File: src/rtl/sha_md_pkg.sv
// Shared types and constants for the SHA-256 message digest core.
// No dependencies; compiled first.
package sha_md_pkg;

  localparam int BYTE_W   = 8;
  localparam int WORD_W   = 32;
  localparam int IDX_W    = 3;
  localparam int RND_W    = 6;
  localparam int COUNT_W  = 61;
  localparam int DIG_WORDS = 8;

  localparam logic [IDX_W-1:0] LAST_IDX = IDX_W'(DIG_WORDS - 1);
  localparam logic [RND_W-1:0] LAST_RND = '1;

  // Commands from the controller to the datapath.
  typedef struct packed {
    logic             absorb;    // write the incoming byte and count it
    logic             pad;       // 0x80, zero fill and length (when it fits)
    logic             len_blk;   // all-zero block with the length at its end
    logic             load;      // copy the chaining words into a..h
    logic             round;     // one compression round
    logic             add;       // fold a..h back into the chaining words
    logic             restart;   // initial hash values, zero length
    logic [RND_W-1:0] rnd_idx;   // round number for the constant table
  } sha_md_cmd_t;

  // Status from the datapath to the controller.
  typedef struct packed {
    logic pos_last;   // next byte lands in the last slot of the block
    logic pos_hi;     // at most eight free bytes: length needs a new block
  } sha_md_sts_t;

endpackage

File: src/rtl/sha_md_in_if.sv
// Input channel of the SHA-256 core: at most one message byte per word.
// Depends on sha_md_pkg.
interface sha_md_in_if import sha_md_pkg::*; ();
  logic              valid;
  logic              ready;
  logic [BYTE_W-1:0] data_byte;
  logic              has_byte;
  logic              end_of_message;

  modport source (output valid, data_byte, has_byte, end_of_message, input ready);
  modport sink   (input valid, data_byte, has_byte, end_of_message, output ready);
endinterface

File: src/rtl/sha_md_out_if.sv
// Result channel of the SHA-256 core: one digest word per handshake.
// Depends on sha_md_pkg.
interface sha_md_out_if import sha_md_pkg::*; ();
  logic              valid;
  logic              ready;
  logic [WORD_W-1:0] digest_word;
  logic [IDX_W-1:0]  word_index;
  logic              last_word;

  modport source (output valid, digest_word, word_index, last_word, input ready);
  modport sink   (input valid, digest_word, word_index, last_word, output ready);
endinterface

File: src/rtl/sha_md_ctrl.sv
// Sequencer of the SHA-256 core: byte intake, padding, rounds and digest readout.
// Depends on sha_md_pkg.
module sha_md_ctrl import sha_md_pkg::*; (
  input  logic             clk,
  input  logic             rst_n,
  input  logic             in_valid,
  input  logic             in_has_byte,
  input  logic             in_eom,
  output logic             in_ready,
  input  logic             out_ready,
  output logic             out_valid,
  output logic [IDX_W-1:0] word_idx,
  input  sha_md_sts_t      sts,
  output sha_md_cmd_t      cmd
);

  typedef enum logic [2:0] {
    S_IDLE, S_PAD, S_LEN, S_LOAD, S_ROUND, S_ADD, S_EMIT
  } state_t;

  // What follows once the current compression is folded in.
  typedef enum logic [1:0] {
    A_IDLE, A_PAD, A_LEN, A_EMIT
  } after_t;

  state_t           state_r;
  after_t           aft_r;
  logic [RND_W-1:0] rnd_r;
  logic [IDX_W-1:0] idx_r;
  logic             out_valid_r;
  logic             take;

  assign in_ready  = (state_r == S_IDLE);
  assign take      = in_ready && in_valid;
  assign out_valid = out_valid_r;
  assign word_idx  = idx_r;

  always_comb begin
    cmd         = '0;
    cmd.absorb  = take && in_has_byte;
    cmd.pad     = (state_r == S_PAD);
    cmd.len_blk = (state_r == S_LEN);
    cmd.load    = (state_r == S_LOAD);
    cmd.round   = (state_r == S_ROUND);
    cmd.add     = (state_r == S_ADD);
    cmd.restart = out_valid_r && out_ready && (idx_r == LAST_IDX);
    cmd.rnd_idx = rnd_r;
  end

  always_ff @(posedge clk) begin
    if (!rst_n) begin
      state_r     <= S_IDLE;
      aft_r       <= A_IDLE;
      rnd_r       <= '0;
      idx_r       <= '0;
      out_valid_r <= 1'b0;
    end else begin
      case (state_r)
        S_IDLE: begin
          if (take) begin
            if (in_has_byte && sts.pos_last) begin
              // The byte completes a block; pad afterwards if it was the last.
              state_r <= S_LOAD;
              aft_r   <= in_eom ? A_PAD : A_IDLE;
            end else if (in_eom) begin
              state_r <= S_PAD;
            end
          end
        end
        S_PAD: begin
          state_r <= S_LOAD;
          aft_r   <= sts.pos_hi ? A_LEN : A_EMIT;
        end
        S_LEN: begin
          state_r <= S_LOAD;
          aft_r   <= A_EMIT;
        end
        S_LOAD: begin
          state_r <= S_ROUND;
          rnd_r   <= '0;
        end
        S_ROUND: begin
          rnd_r <= rnd_r + 1'b1;
          if (rnd_r == LAST_RND) begin
            state_r <= S_ADD;
          end
        end
        S_ADD: begin
          case (aft_r)
            A_IDLE: state_r <= S_IDLE;
            A_PAD:  state_r <= S_PAD;
            A_LEN:  state_r <= S_LEN;
            A_EMIT: begin
              state_r     <= S_EMIT;
              idx_r       <= '0;
              out_valid_r <= 1'b1;
            end
            default: state_r <= S_IDLE;
          endcase
        end
        S_EMIT: begin
          if (out_ready) begin
            if (idx_r == LAST_IDX) begin
              state_r     <= S_IDLE;
              out_valid_r <= 1'b0;
            end else begin
              idx_r <= idx_r + 1'b1;
            end
          end
        end
        default: state_r <= S_IDLE;
      endcase
    end
  end

endmodule

File: src/rtl/sha_md_dp.sv
// Datapath of the SHA-256 core: block window, length counter, round logic
// and chaining words. Depends on sha_md_pkg.
module sha_md_dp import sha_md_pkg::*; (
  input  logic              clk,
  input  logic              rst_n,
  input  sha_md_cmd_t       cmd,
  input  logic [BYTE_W-1:0] data_byte,
  input  logic [IDX_W-1:0]  word_idx,
  output sha_md_sts_t       sts,
  output logic [WORD_W-1:0] digest_word
);

  localparam logic [WORD_W-1:0] K_TAB [64] = '{
    32'h428a2f98, 32'h71374491, 32'hb5c0fbcf, 32'he9b5dba5,
    32'h3956c25b, 32'h59f111f1, 32'h923f82a4, 32'hab1c5ed5,
    32'hd807aa98, 32'h12835b01, 32'h243185be, 32'h550c7dc3,
    32'h72be5d74, 32'h80deb1fe, 32'h9bdc06a7, 32'hc19bf174,
    32'he49b69c1, 32'hefbe4786, 32'h0fc19dc6, 32'h240ca1cc,
    32'h2de92c6f, 32'h4a7484aa, 32'h5cb0a9dc, 32'h76f988da,
    32'h983e5152, 32'ha831c66d, 32'hb00327c8, 32'hbf597fc7,
    32'hc6e00bf3, 32'hd5a79147, 32'h06ca6351, 32'h14292967,
    32'h27b70a85, 32'h2e1b2138, 32'h4d2c6dfc, 32'h53380d13,
    32'h650a7354, 32'h766a0abb, 32'h81c2c92e, 32'h92722c85,
    32'ha2bfe8a1, 32'ha81a664b, 32'hc24b8b70, 32'hc76c51a3,
    32'hd192e819, 32'hd6990624, 32'hf40e3585, 32'h106aa070,
    32'h19a4c116, 32'h1e376c08, 32'h2748774c, 32'h34b0bcb5,
    32'h391c0cb3, 32'h4ed8aa4a, 32'h5b9cca4f, 32'h682e6ff3,
    32'h748f82ee, 32'h78a5636f, 32'h84c87814, 32'h8cc70208,
    32'h90befffa, 32'ha4506ceb, 32'hbef9a3f7, 32'hc67178f2
  };

  localparam logic [WORD_W-1:0] H_INIT [DIG_WORDS] = '{
    32'h6a09e667, 32'hbb67ae85, 32'h3c6ef372, 32'ha54ff53a,
    32'h510e527f, 32'h9b05688c, 32'h1f83d9ab, 32'h5be0cd19
  };

  localparam logic [BYTE_W-1:0] PAD_BYTE = 8'h80;

  function automatic logic [WORD_W-1:0] ror(input logic [WORD_W-1:0] x, input int n);
    return (x >> n) | (x << (WORD_W - n));
  endfunction

  logic [WORD_W-1:0]  chain_r [DIG_WORDS];
  logic [WORD_W-1:0]  wv_r    [DIG_WORDS];   // working variables a..h
  logic [WORD_W-1:0]  win_r   [16];          // block buffer and schedule window
  logic [WORD_W-1:0]  win_nxt [16];
  logic [COUNT_W-1:0] count_r;
  logic [5:0]         pos;
  logic [63:0]        bit_len;
  logic [WORD_W-1:0]  s0, s1, w_new, t1, t2, big_s0, big_s1, ch, maj;

  assign pos     = count_r[5:0];
  assign bit_len = {count_r, 3'b000};
  assign sts.pos_last = (pos == 6'd63);
  assign sts.pos_hi   = (pos >= 6'd56);
  assign digest_word  = chain_r[word_idx];

  // Message schedule: the window slides by one word per round.
  assign s0    = ror(win_r[1], 7) ^ ror(win_r[1], 18) ^ (win_r[1] >> 3);
  assign s1    = ror(win_r[14], 17) ^ ror(win_r[14], 19) ^ (win_r[14] >> 10);
  assign w_new = win_r[0] + s0 + win_r[9] + s1;

  // Round function.
  assign big_s1 = ror(wv_r[4], 6) ^ ror(wv_r[4], 11) ^ ror(wv_r[4], 25);
  assign ch     = (wv_r[4] & wv_r[5]) ^ (~wv_r[4] & wv_r[6]);
  assign t1     = wv_r[7] + big_s1 + ch + K_TAB[cmd.rnd_idx] + win_r[0];
  assign big_s0 = ror(wv_r[0], 2) ^ ror(wv_r[0], 13) ^ ror(wv_r[0], 22);
  assign maj    = (wv_r[0] & wv_r[1]) ^ (wv_r[0] & wv_r[2]) ^ (wv_r[1] & wv_r[2]);
  assign t2     = big_s0 + maj;

  always_comb begin
    logic [5:0]        bi;
    logic [BYTE_W-1:0] cur;
    bi      = '0;
    cur     = '0;
    win_nxt = win_r;
    if (cmd.absorb) begin
      win_nxt[pos[5:2]][{~pos[1:0], 3'b000} +: BYTE_W] = data_byte;
    end else if (cmd.pad) begin
      for (int w = 0; w < 16; w++) begin
        for (int b = 0; b < 4; b++) begin
          bi  = 6'(w * 4 + b);
          cur = win_r[w][(3 - b) * BYTE_W +: BYTE_W];
          if (bi == pos) begin
            cur = PAD_BYTE;
          end else if (bi > pos) begin
            cur = '0;
          end
          win_nxt[w][(3 - b) * BYTE_W +: BYTE_W] = cur;
        end
      end
      if (!sts.pos_hi) begin
        win_nxt[14] = bit_len[63:32];
        win_nxt[15] = bit_len[31:0];
      end
    end else if (cmd.len_blk) begin
      for (int w = 0; w < 14; w++) begin
        win_nxt[w] = '0;
      end
      win_nxt[14] = bit_len[63:32];
      win_nxt[15] = bit_len[31:0];
    end else if (cmd.round) begin
      for (int w = 0; w < 15; w++) begin
        win_nxt[w] = win_r[w + 1];
      end
      win_nxt[15] = w_new;
    end
  end

  always_ff @(posedge clk) begin
    win_r <= win_nxt;
    if (cmd.load) begin
      wv_r <= chain_r;
    end else if (cmd.round) begin
      wv_r[0] <= t1 + t2;
      wv_r[1] <= wv_r[0];
      wv_r[2] <= wv_r[1];
      wv_r[3] <= wv_r[2];
      wv_r[4] <= wv_r[3] + t1;
      wv_r[5] <= wv_r[4];
      wv_r[6] <= wv_r[5];
      wv_r[7] <= wv_r[6];
    end
  end

  always_ff @(posedge clk) begin
    if (!rst_n || cmd.restart) begin
      chain_r <= H_INIT;
      count_r <= '0;
    end else begin
      if (cmd.absorb) begin
        count_r <= count_r + 1'b1;
      end
      if (cmd.add) begin
        for (int i = 0; i < DIG_WORDS; i++) begin
          chain_r[i] <= chain_r[i] + wv_r[i];
        end
      end
    end
  end

endmodule

File: src/rtl/sha256_message_digest_core.sv
// SHA-256 message digest core: byte words in, eight digest words out.
// A byte word that fills a block starts a compression (load, 64 rounds of the
// single round unit, fold). The end-of-message word starts padding and compression,
// with a second block when the length spills over, then eight digest words go out
// at one per cycle while out_ready is high. New byte words are taken only while idle.
// Reset (rst_n low, synchronous) restores the initial hash values and a zero length.
module sha256_message_digest_core import sha_md_pkg::*; (
  input  logic         clk,
  input  logic         rst_n,
  sha_md_in_if.sink    in_ch,
  sha_md_out_if.source out_ch
);

  // The controller and datapath talk through these two structs and the digest word index.
  sha_md_cmd_t      cmd;
  sha_md_sts_t      sts;
  logic [IDX_W-1:0] word_idx;

  // The controller accepts a word only while idle. A word that completes a
  // 64-byte block starts a compression; a word with the end flag starts the
  // padding sequence, after which the digest is read out.
  sha_md_ctrl u_ctrl (
    .clk         (clk),
    .rst_n       (rst_n),
    .in_valid    (in_ch.valid),
    .in_has_byte (in_ch.has_byte),
    .in_eom      (in_ch.end_of_message),
    .in_ready    (in_ch.ready),
    .out_ready   (out_ch.ready),
    .out_valid   (out_ch.valid),
    .word_idx    (word_idx),
    .sts         (sts),
    .cmd         (cmd)
  );

  // The datapath holds the block window, the length counter, the round unit
  // and the chaining words, which are read out directly as digest words.
  sha_md_dp u_dp (
    .clk         (clk),
    .rst_n       (rst_n),
    .cmd         (cmd),
    .data_byte   (in_ch.data_byte),
    .word_idx    (word_idx),
    .sts         (sts),
    .digest_word (out_ch.digest_word)
  );

  // The digest words go out in order, most significant first.
  assign out_ch.word_index = word_idx;
  assign out_ch.last_word  = (word_idx == LAST_IDX);

endmodule

File: src/flat_wrapper.sv
// flat-port wrapper written by rule: the top's interface ports become plain ports
module sha256_message_digest_core_flat import sha_md_pkg::*;
  (clk, rst_n, in_ch_valid, in_ch_data_byte, in_ch_has_byte, in_ch_end_of_message, in_ch_ready, out_ch_valid, out_ch_digest_word, out_ch_word_index, out_ch_last_word, out_ch_ready);
  sha_md_in_if in_ch_i ();
  sha_md_out_if out_ch_i ();
  input  logic clk;
  input  logic rst_n;
  input wire logic [$bits(in_ch_i.valid)-1:0] in_ch_valid;
  input wire logic [$bits(in_ch_i.data_byte)-1:0] in_ch_data_byte;
  input wire logic [$bits(in_ch_i.has_byte)-1:0] in_ch_has_byte;
  input wire logic [$bits(in_ch_i.end_of_message)-1:0] in_ch_end_of_message;
  output wire logic [$bits(in_ch_i.ready)-1:0] in_ch_ready;
  output wire logic [$bits(out_ch_i.valid)-1:0] out_ch_valid;
  output wire logic [$bits(out_ch_i.digest_word)-1:0] out_ch_digest_word;
  output wire logic [$bits(out_ch_i.word_index)-1:0] out_ch_word_index;
  output wire logic [$bits(out_ch_i.last_word)-1:0] out_ch_last_word;
  input wire logic [$bits(out_ch_i.ready)-1:0] out_ch_ready;
  assign in_ch_i.valid = in_ch_valid;
  assign in_ch_i.data_byte = in_ch_data_byte;
  assign in_ch_i.has_byte = in_ch_has_byte;
  assign in_ch_i.end_of_message = in_ch_end_of_message;
  assign in_ch_ready = in_ch_i.ready;
  assign out_ch_valid = out_ch_i.valid;
  assign out_ch_digest_word = out_ch_i.digest_word;
  assign out_ch_word_index = out_ch_i.word_index;
  assign out_ch_last_word = out_ch_i.last_word;
  assign out_ch_i.ready = out_ch_ready;
  sha256_message_digest_core u_core (.clk(clk), .rst_n(rst_n), .in_ch(in_ch_i), .out_ch(out_ch_i));
endmodule
File: config.mk
export PLATFORM = sky130hd
export DESIGN_NAME = sha256_message_digest_core_flat
export DESIGN_NICKNAME = d
export VERILOG_FILES = /design/src/rtl/sha_md_pkg.sv /design/src/rtl/sha_md_in_if.sv /design/src/rtl/sha_md_out_if.sv /design/src/rtl/sha_md_ctrl.sv /design/src/rtl/sha_md_dp.sv /design/src/rtl/sha256_message_digest_core.sv /design/src/flat_wrapper.sv
export SDC_FILE = /design/constraint.sdc
export NUM_CORES = 2
export LEC_CHECK = 0
export ABC_AREA = 0
export BUFFER_PORTS_ARGS = -buffer_cell sky130_fd_sc_hd__buf_2
export CAP_MARGIN = 25
export CORE_MARGIN = 2
export CORE_UTILIZATION = 30
export CTS_CLUSTER_DIAMETER = 40
export DETAILED_ROUTE_END_ITERATION = 8
export PLACE_DENSITY = 0.42
export SLEW_MARGIN = 20
export SYNTH_ARGS = -nofsm -noshare
export SYNTH_HDL_FRONTEND = slang
export SYNTH_SLANG_ARGS = --single-unit
File: constraint.sdc
create_clock -name clk -period 8.37 [get_ports clk]
set_clock_uncertainty 0.1 [all_clocks]
set_input_delay 1.674 -clock clk [delete_from_list [all_inputs] [get_ports clk]]
set_output_delay 1.674 -clock clk [all_outputs]
set_load 0.02 [all_outputs]
# Word-level counts from Yosys, hierarchy flattened
# Memories as Yosys holds them, arrays and structs flattened.
# Index checks and enable logic that the tools add are counted.
word_totals:
  mem_bits_ro: 2048
  n_memories: 1
  word_cells: 607
  output_inout_bits: 38
  register_bits: 1100
memory_table:
  columns: ["memory", "words", "width", "read_ports", "rd_clocked_by_memory_dff", "wr", "line", "rtl"]
  rows:
  - ["(no name shown)", 64, 32, 1, 0, 0, "sha_md_dp.sv:66", "assign t1 = wv_r[7] + big_s1 + ch + K_TAB[cmd.rnd_idx] + win_r[0];"]
classes:
  n_eq_ne: 147
  shift: 2
  add_sub_neg: 22
  n_reduce_logical: 84
  magnitude_cmp: 69
  muxes: 165
  bitwise: 31
ops:
  columns: ["operator", "count"]
  rows:
  - ["$mux W512", 4]
  - ["$mux W8", 128]
  - ["$add A32 B32 Y32", 18]
  - ["$bwmux W512", 1]
  - ["$mux W256", 2]
  - ["$xor A32 B32 Y32", 9]
  - ["$ne A4 B3 Y1 const B", 56]
  - ["$eq A6 B6 Y1 const A", 32]
  - ["$gt A6 B6 Y1 const A", 32]
  - ["$and A32 B32 Y32", 5]
  - ["$mux W32", 5]
  - ["$demux W32 S4", 1]
  - ["$reduce_and A2 Y1", 64]
  - ["$bmux W32 S3", 1]
  - ["$eq A5 B6 Y1 const A", 16]
  - ["$gt A5 B6 Y1 const A", 16]
  - ["$mux W64", 1]
  - ["$add A61 B1 Y61 const B", 1]
  - ["$eq A4 B6 Y1 const A", 8]
  - ["$gt A4 B6 Y1 const A", 8]
  - ["$ne A5 B4 Y1 const B", 8]
  - ["$not A32 Y32", 1]
  - ["$or A10 B32 Y32", 1]
  - ["$or A13 B32 Y32", 1]
  - ["61 further kinds", 101]

# Longest topological paths before layout
depth:
  word_depth: 10
  depth_mapped: 36

# By module
# A second synthesis with hierarchy kept.
unflattened:
  cells_unflattened: 7684
  area_unflattened_um2: 75094.5
modules_own_cells:
  columns: ["module", "n_inst", "seq_area_each_um2", "cells_per_inst", "area_each_um2"]
  rows:
  - ["sha_md_dp", 1, 29408.2, 7568, 74183.6]
  - ["sha_md_ctrl", 1, 300.3, 115, 904.6]
  - ["sha256_message_digest_core", 1, 0.0, 1, 6.3]

# Least setup slack after synthesis
# Ideal clock, no wire load.
synth_path:
  kind: "reg-to-reg"
  from: "register u_core.u_dp.wv_r[123] (netlist name)"
  to: "register u_core.u_dp.wv_r[255] (netlist name) (data pin)"
  stages_incl_launch_ff: 31
  setup_slack_ps: 813
  t_arrival_ps: 7197
  n_path_buf: 1
  required_time_ps: 8010
  period_less_slack_ps: 7557
  cell_sequence: "edfxtp_1 > clkbuf_1 > xor2_1 > xnor2_1 > fa_1 > inv_1 > fa_1 > inv_1 > fa_1 > inv_1 > ha_1 > a21o_1 > a21oi_1 > nor2b_1 > o21ai_1 > a2111oi_0 > o21ai_1 > o211ai_1 > o31a_1 > a21oi_1 > xnor2_1 > fa_1 > ha_1 > and3_1 > a221o_1 > or3_1 > a211oi_1 > o31ai_1 > a21oi_1 > xnor3_1 > mux2_2"
synth_via:
  elab_chain_cells: 10
synth_lines:
  columns: ["element", "line", "rtl"]
  rows:
  - ["from (decl)", "sha_md_dp.sv:44", "logic [WORD_W-1:0] wv_r [DIG_WORDS];"]
  - ["from (signal assigned)", "sha_md_dp.sv:113", "wv_r <= chain_r;"]
  - ["$or A21 B32 Y32 / $or A26 B32 Y32 (equally long branches)", "sha_md_dp.sv:40", "return (x >> n) | (x << (WORD_W - n));"]
  - ["$xor A32 B32 Y32 (2 in series)", "sha_md_dp.sv:64", "assign big_s1 = ror(wv_r[4], 6) ^ ror(wv_r[4], 11) ^ ror(wv_r[4], 25);"]
  - ["$add A32 B32 Y32", "sha_md_dp.sv:66", null]
  - ["$add A32 B32 Y32 * (3 in series)", "sha_md_dp.sv:66", null]
  - ["$add A32 B32 Y32 *", "sha_md_dp.sv:115", "wv_r[0] <= t1 + t2;"]
  - ["$mux W256 *", "sha_md_dp.sv:114", "end else if (cmd.round) begin"]
  - ["$mux W256 *", "sha_md_dp.sv:112", "if (cmd.load) begin"]
# Mark *: on every way between the ends. The rest lies on a longest branch, timed or not. The select of a mux whose other input is x is not followed.
# A chain may end at the register's enable or synchronous reset.

# Worst setup path in the final report
layout_path:
  from: "register u_core.u_dp.wv_r[124] (netlist name)"
  to: "register u_core.u_dp.wv_r[255] (netlist name) (data pin)"
# Same word-level chain as after synthesis.

==> flow_summary_export.csv <==
group,metric,value,unit
sta,hold_viol,0,
worst_hold_path,hold_depth,2,
worst_setup_path,worst-path-max-fanout,4,
clock_tree,cts_buffers,284,
pwr,powerDensity,560,nW/um2
cells_and_area,nNetsFinal,8990,
floorplanning,ios,52,
job,cap_violations,0,
logic_synthesis,synth_ff_type,"edfxtp_1",
pwr,ir_drop,0.637,mV
sta,fmax,126,MHz
global_route,grt_max_degree,229,
worst_setup_path,r2r-end,"u_core.u_dp.wv_r[255]",
worst_setup_path,crit_type,"flip-flop to flip-flop",
routing,first_iter_violations,5637,
floorplanning,initial_core_util,30.1,%
sta,tightestPinTransition,1.22,ns
floorplanning,die_y,503,um
floorplanning,fp.dieW,503,um
placement,dp_slack,-0.153,ns
global_route,overflow,0,
floorplanning,core.rowCount,183,
global_route,grt.total_usage,24.5,%
worst_setup_path,worst-r2r-cell-count,29,
placement,io_buffer_count,51,
logic_synthesis,synth_cell_types,106,
worst_setup_path,slowest_stage,"fa_1",
logic_synthesis,synth.ff_latch_count,1100,
worst_setup_path,r2r_start,"u_core.u_dp.wv_r[124]",
sta,finalSetupTns,0,ns
cells_and_area,syn_to_final_growth,20.0,%
routing,wirelength,317,mm
placement,gp_congestion,0.931,
clock_tree,clockRootBuffer,"clkbuf_16",
worst_setup_path,cp.arrival,8.50,ns
sta,rsz0062_at_grt,"no",
routing,drc_errors,0,
logic_synthesis,syn-cell-area,74800,um2
sta,final-max-slew-violation-count,0,
worst_setup_path,critPathCaptureType,"flip-flop",
placement,place_area,79900,um2
routing,ant_nets,0,
routing,vias,64100,
clock_tree,cts_tree,"done",
global_route,grt_pass1_wl,455,mm
placement,dpl.hpwl,235,mm
worst_setup_path,critPathLaunchType,"flip-flop",
cells_and_area,drive_above_1_share,11.9,%
logic_synthesis,synthCells,8214,
logic_synthesis,yosys_warnings,0,
cells_and_area,layout_common_cells,"nand2_1, edfxtp_1, o21ai_0, a21oi_1, inv_1",
cells_and_area,final_cells,11900,
sta,slew-limit-headroom,18.7,%
logic_synthesis,ys_seq_area_share,39.7,%
clock_tree,cts_hold_buffers,0,
clock_tree,cts.sinks,1100,
sta,layout_setup_ws,0.404,ns
logic_synthesis,synth_edf_count,768,
cells_and_area,design_area,89800,um2
sta,post-route-period-util,95.2,%
global_route,antenna_found_initial,17,
clock_tree,htree_levels,5,
pwr,p_leak,35.5,nW
sta,period_needed,7.97,ns
worst_hold_path,hp-class,"flip-flop to flip-flop",
floorplanning,dieArea,253000,um2
placement,place_inst,11400,
cells_and_area,final_common_cell,"nand2_1",
sta,finalSetupViolations,0,
worst_hold_path,min_to,"u_core.u_dp.chain_r[151]",
clock_tree,clk_path_buf_depth,4,
clock_tree,post-cts-setup-buffer-count,0,
logic_synthesis,syn_nets,8822,
worst_setup_path,crit_required,8.90,ns
logic_synthesis,syn-mean-instance-area,9.11,um2
worst_setup_path,ff2ff_setup_slack,0.40,ns
floorplanning,core_area,248000,um2
routing,drt-wirelength-per-cell,26.6,um
routing,dr.pass1.iters,6,
global_route,grt_pass1_vias,64200,
clock_tree,clk_latency,0.93,ns
logic_synthesis,async_reset_ff_share,0,%
clock_tree,clk_pin_slew,0.05,ns
worst_setup_path,cpPeakStageDelay,0.55,ns
worst_hold_path,hold_start,"u_core.u_dp.chain_r[151]",
routing,via_per_inst,5.37,
outcome,status,"finished, final reports clean",
area by class of cell:
class	count	area (um2)
Clock inverter	162	1970
Fill cell	25200	158000
Multi-Input combinational cell	6233	42000
Clock buffer	341	7660
Antenna cell	3	7.51
Tap cell	3330	4170
Timing Repair Buffer	340	2680
Sequential cell	1100	29700
Inverter	423	1600
metrics by stage:
stage / total power [mW] / hold slack, ns / utilization [%]
after floorplan: 28.8 / 0.353 / -
after global placement: 38.7 / 0.374 / 32.2
after detailed placement: 38.8 / 0.383 / 32.2
after CTS: 50.4 / 0.389 / 36.1
after global routing: 53.8 / 0.413 / 36.2
final: 50.2 / 0.387 / 36.2
routing by layer:
layer	wire length [um]	GRT usage, %	vias to the layer above	share of wire (%)
met4	18200	12.5	4	5.7
met2	148000	40.5	2045	47
met1	136000	31.5	31800	43
met5	27	0	-	0.0085
li1	-	-	29500	-
met3	15000	3.16	679	4.7
worst max-delay path by stage:
stage,from,to,depth (start not counted),slack (ns)
global route,u_core.u_dp.wv_r[109],u_core.u_dp.wv_r[255],33,0.008
detailed placement,u_core.u_ctrl.rnd_r[1],u_core.u_dp.wv_r[255],34,-0.15
CTS,u_core.u_ctrl.rnd_r[1],u_core.u_dp.wv_r[255],34,0.03
floorplan,u_core.u_dp.wv_r[123],u_core.u_dp.wv_r[255],30,0.81
finish,u_core.u_dp.wv_r[124],u_core.u_dp.wv_r[255],29,0.40
global placement,u_core.u_ctrl.rnd_r[1],u_core.u_dp.wv_r[255],34,-0.25
power by group:
group	total, mW	internal [mW]	switching [mW]
combinational	30.8	12.9	18.0
sequential	8.21	7.79	0.428
clock	11.2	7.61	3.58
registers in the layout (all words and copies together) (netlist names):
signal,flops
u_core.u_dp.chain_r,256
u_core.u_ctrl.state_r,3
u_core.u_ctrl.aft_r,2
u_core.u_ctrl.rnd_r,6
u_core.u_dp.count_r,61
u_core.u_dp.wv_r,256
u_core.u_ctrl.out_valid,1
u_core.u_ctrl.word_idx,3
u_core.u_dp.win_r,512
cells in the mapped netlist (12+ instances only):
cell type | instances | area [um2]
o221ai_1 | 33 | 289
a211oi_1 | 50 | 375
fa_1 | 195 | 3900
xnor2_1 | 385 | 3370
o31a_1 | 17 | 149
nor3_1 | 70 | 350
buf_1 | 41 | 154
inv_1 | 420 | 1580
ha_1 | 399 | 4990
o311ai_0 | 13 | 114
clkbuf_1 | 412 | 1550
o21a_1 | 57 | 428
o31ai_1 | 32 | 240
or3_1 | 44 | 275
a32oi_1 | 15 | 131
nand2_1 | 1633 | 6130
nor3b_1 | 14 | 105
or2_2 | 14 | 87.6
mux2_2 | 63 | 709
dfxtp_1 | 332 | 6650
o211ai_1 | 109 | 818
a31oi_1 | 55 | 344
nand4_1 | 35 | 219
o22ai_1 | 62 | 388
nand2b_1 | 78 | 488
and3_1 | 59 | 369
o21ai_0 | 721 | 3610
o21ai_1 | 57 | 285
and2_1 | 23 | 144
a211o_1 | 14 | 123
mux2i_1 | 17 | 170
a221oi_1 | 12 | 105
a22oi_1 | 54 | 405
mux4_2 | 68 | 1530
maj3_1 | 30 | 300
nor2_1 | 387 | 1450
nand3_1 | 168 | 841
nor2b_1 | 64 | 400
edfxtp_1 | 768 | 23100
a21oi_1 | 562 | 2810
xor2_1 | 225 | 1970
o21bai_1 | 48 | 360
a21o_1 | 177 | 1330
worst max-delay path, delay by kind of cell, from the launching register on:
kind | cells | cell delay, ns
fa+ha+maj | 6 | 2.76
compound gates | 10 | 2.46
buf+inv | 7 | 0.86
xor+xnor | 3 | 0.58
flops | 1 | 0.41
mux | 1 | 0.27
simple gates | 2 | 0.26
timing repair:
item                       4_1_cts  5_1_grt
pin swaps                        0        2
setup endpoints to repair        2        8
cloned                           0        0
gates resized for setup          1       13
cell families (layout without fill, tap and decap cells):
group,Yosys count,in the layout,synth area share [%]
xor gates and xnor gates,613,613,7.22
and+or+nand+nor,2641,2641,15.1
muxes,149,149,3.24
AOI/OAI and AO/OA,2206,2206,18.0
DFF,1100,1100,39.7
adders and majority gates,624,624,12.3
buffers and inverters,881,1266,4.44
other,0,3,0
Note: power is estimated with default switching activity, not from simulation.
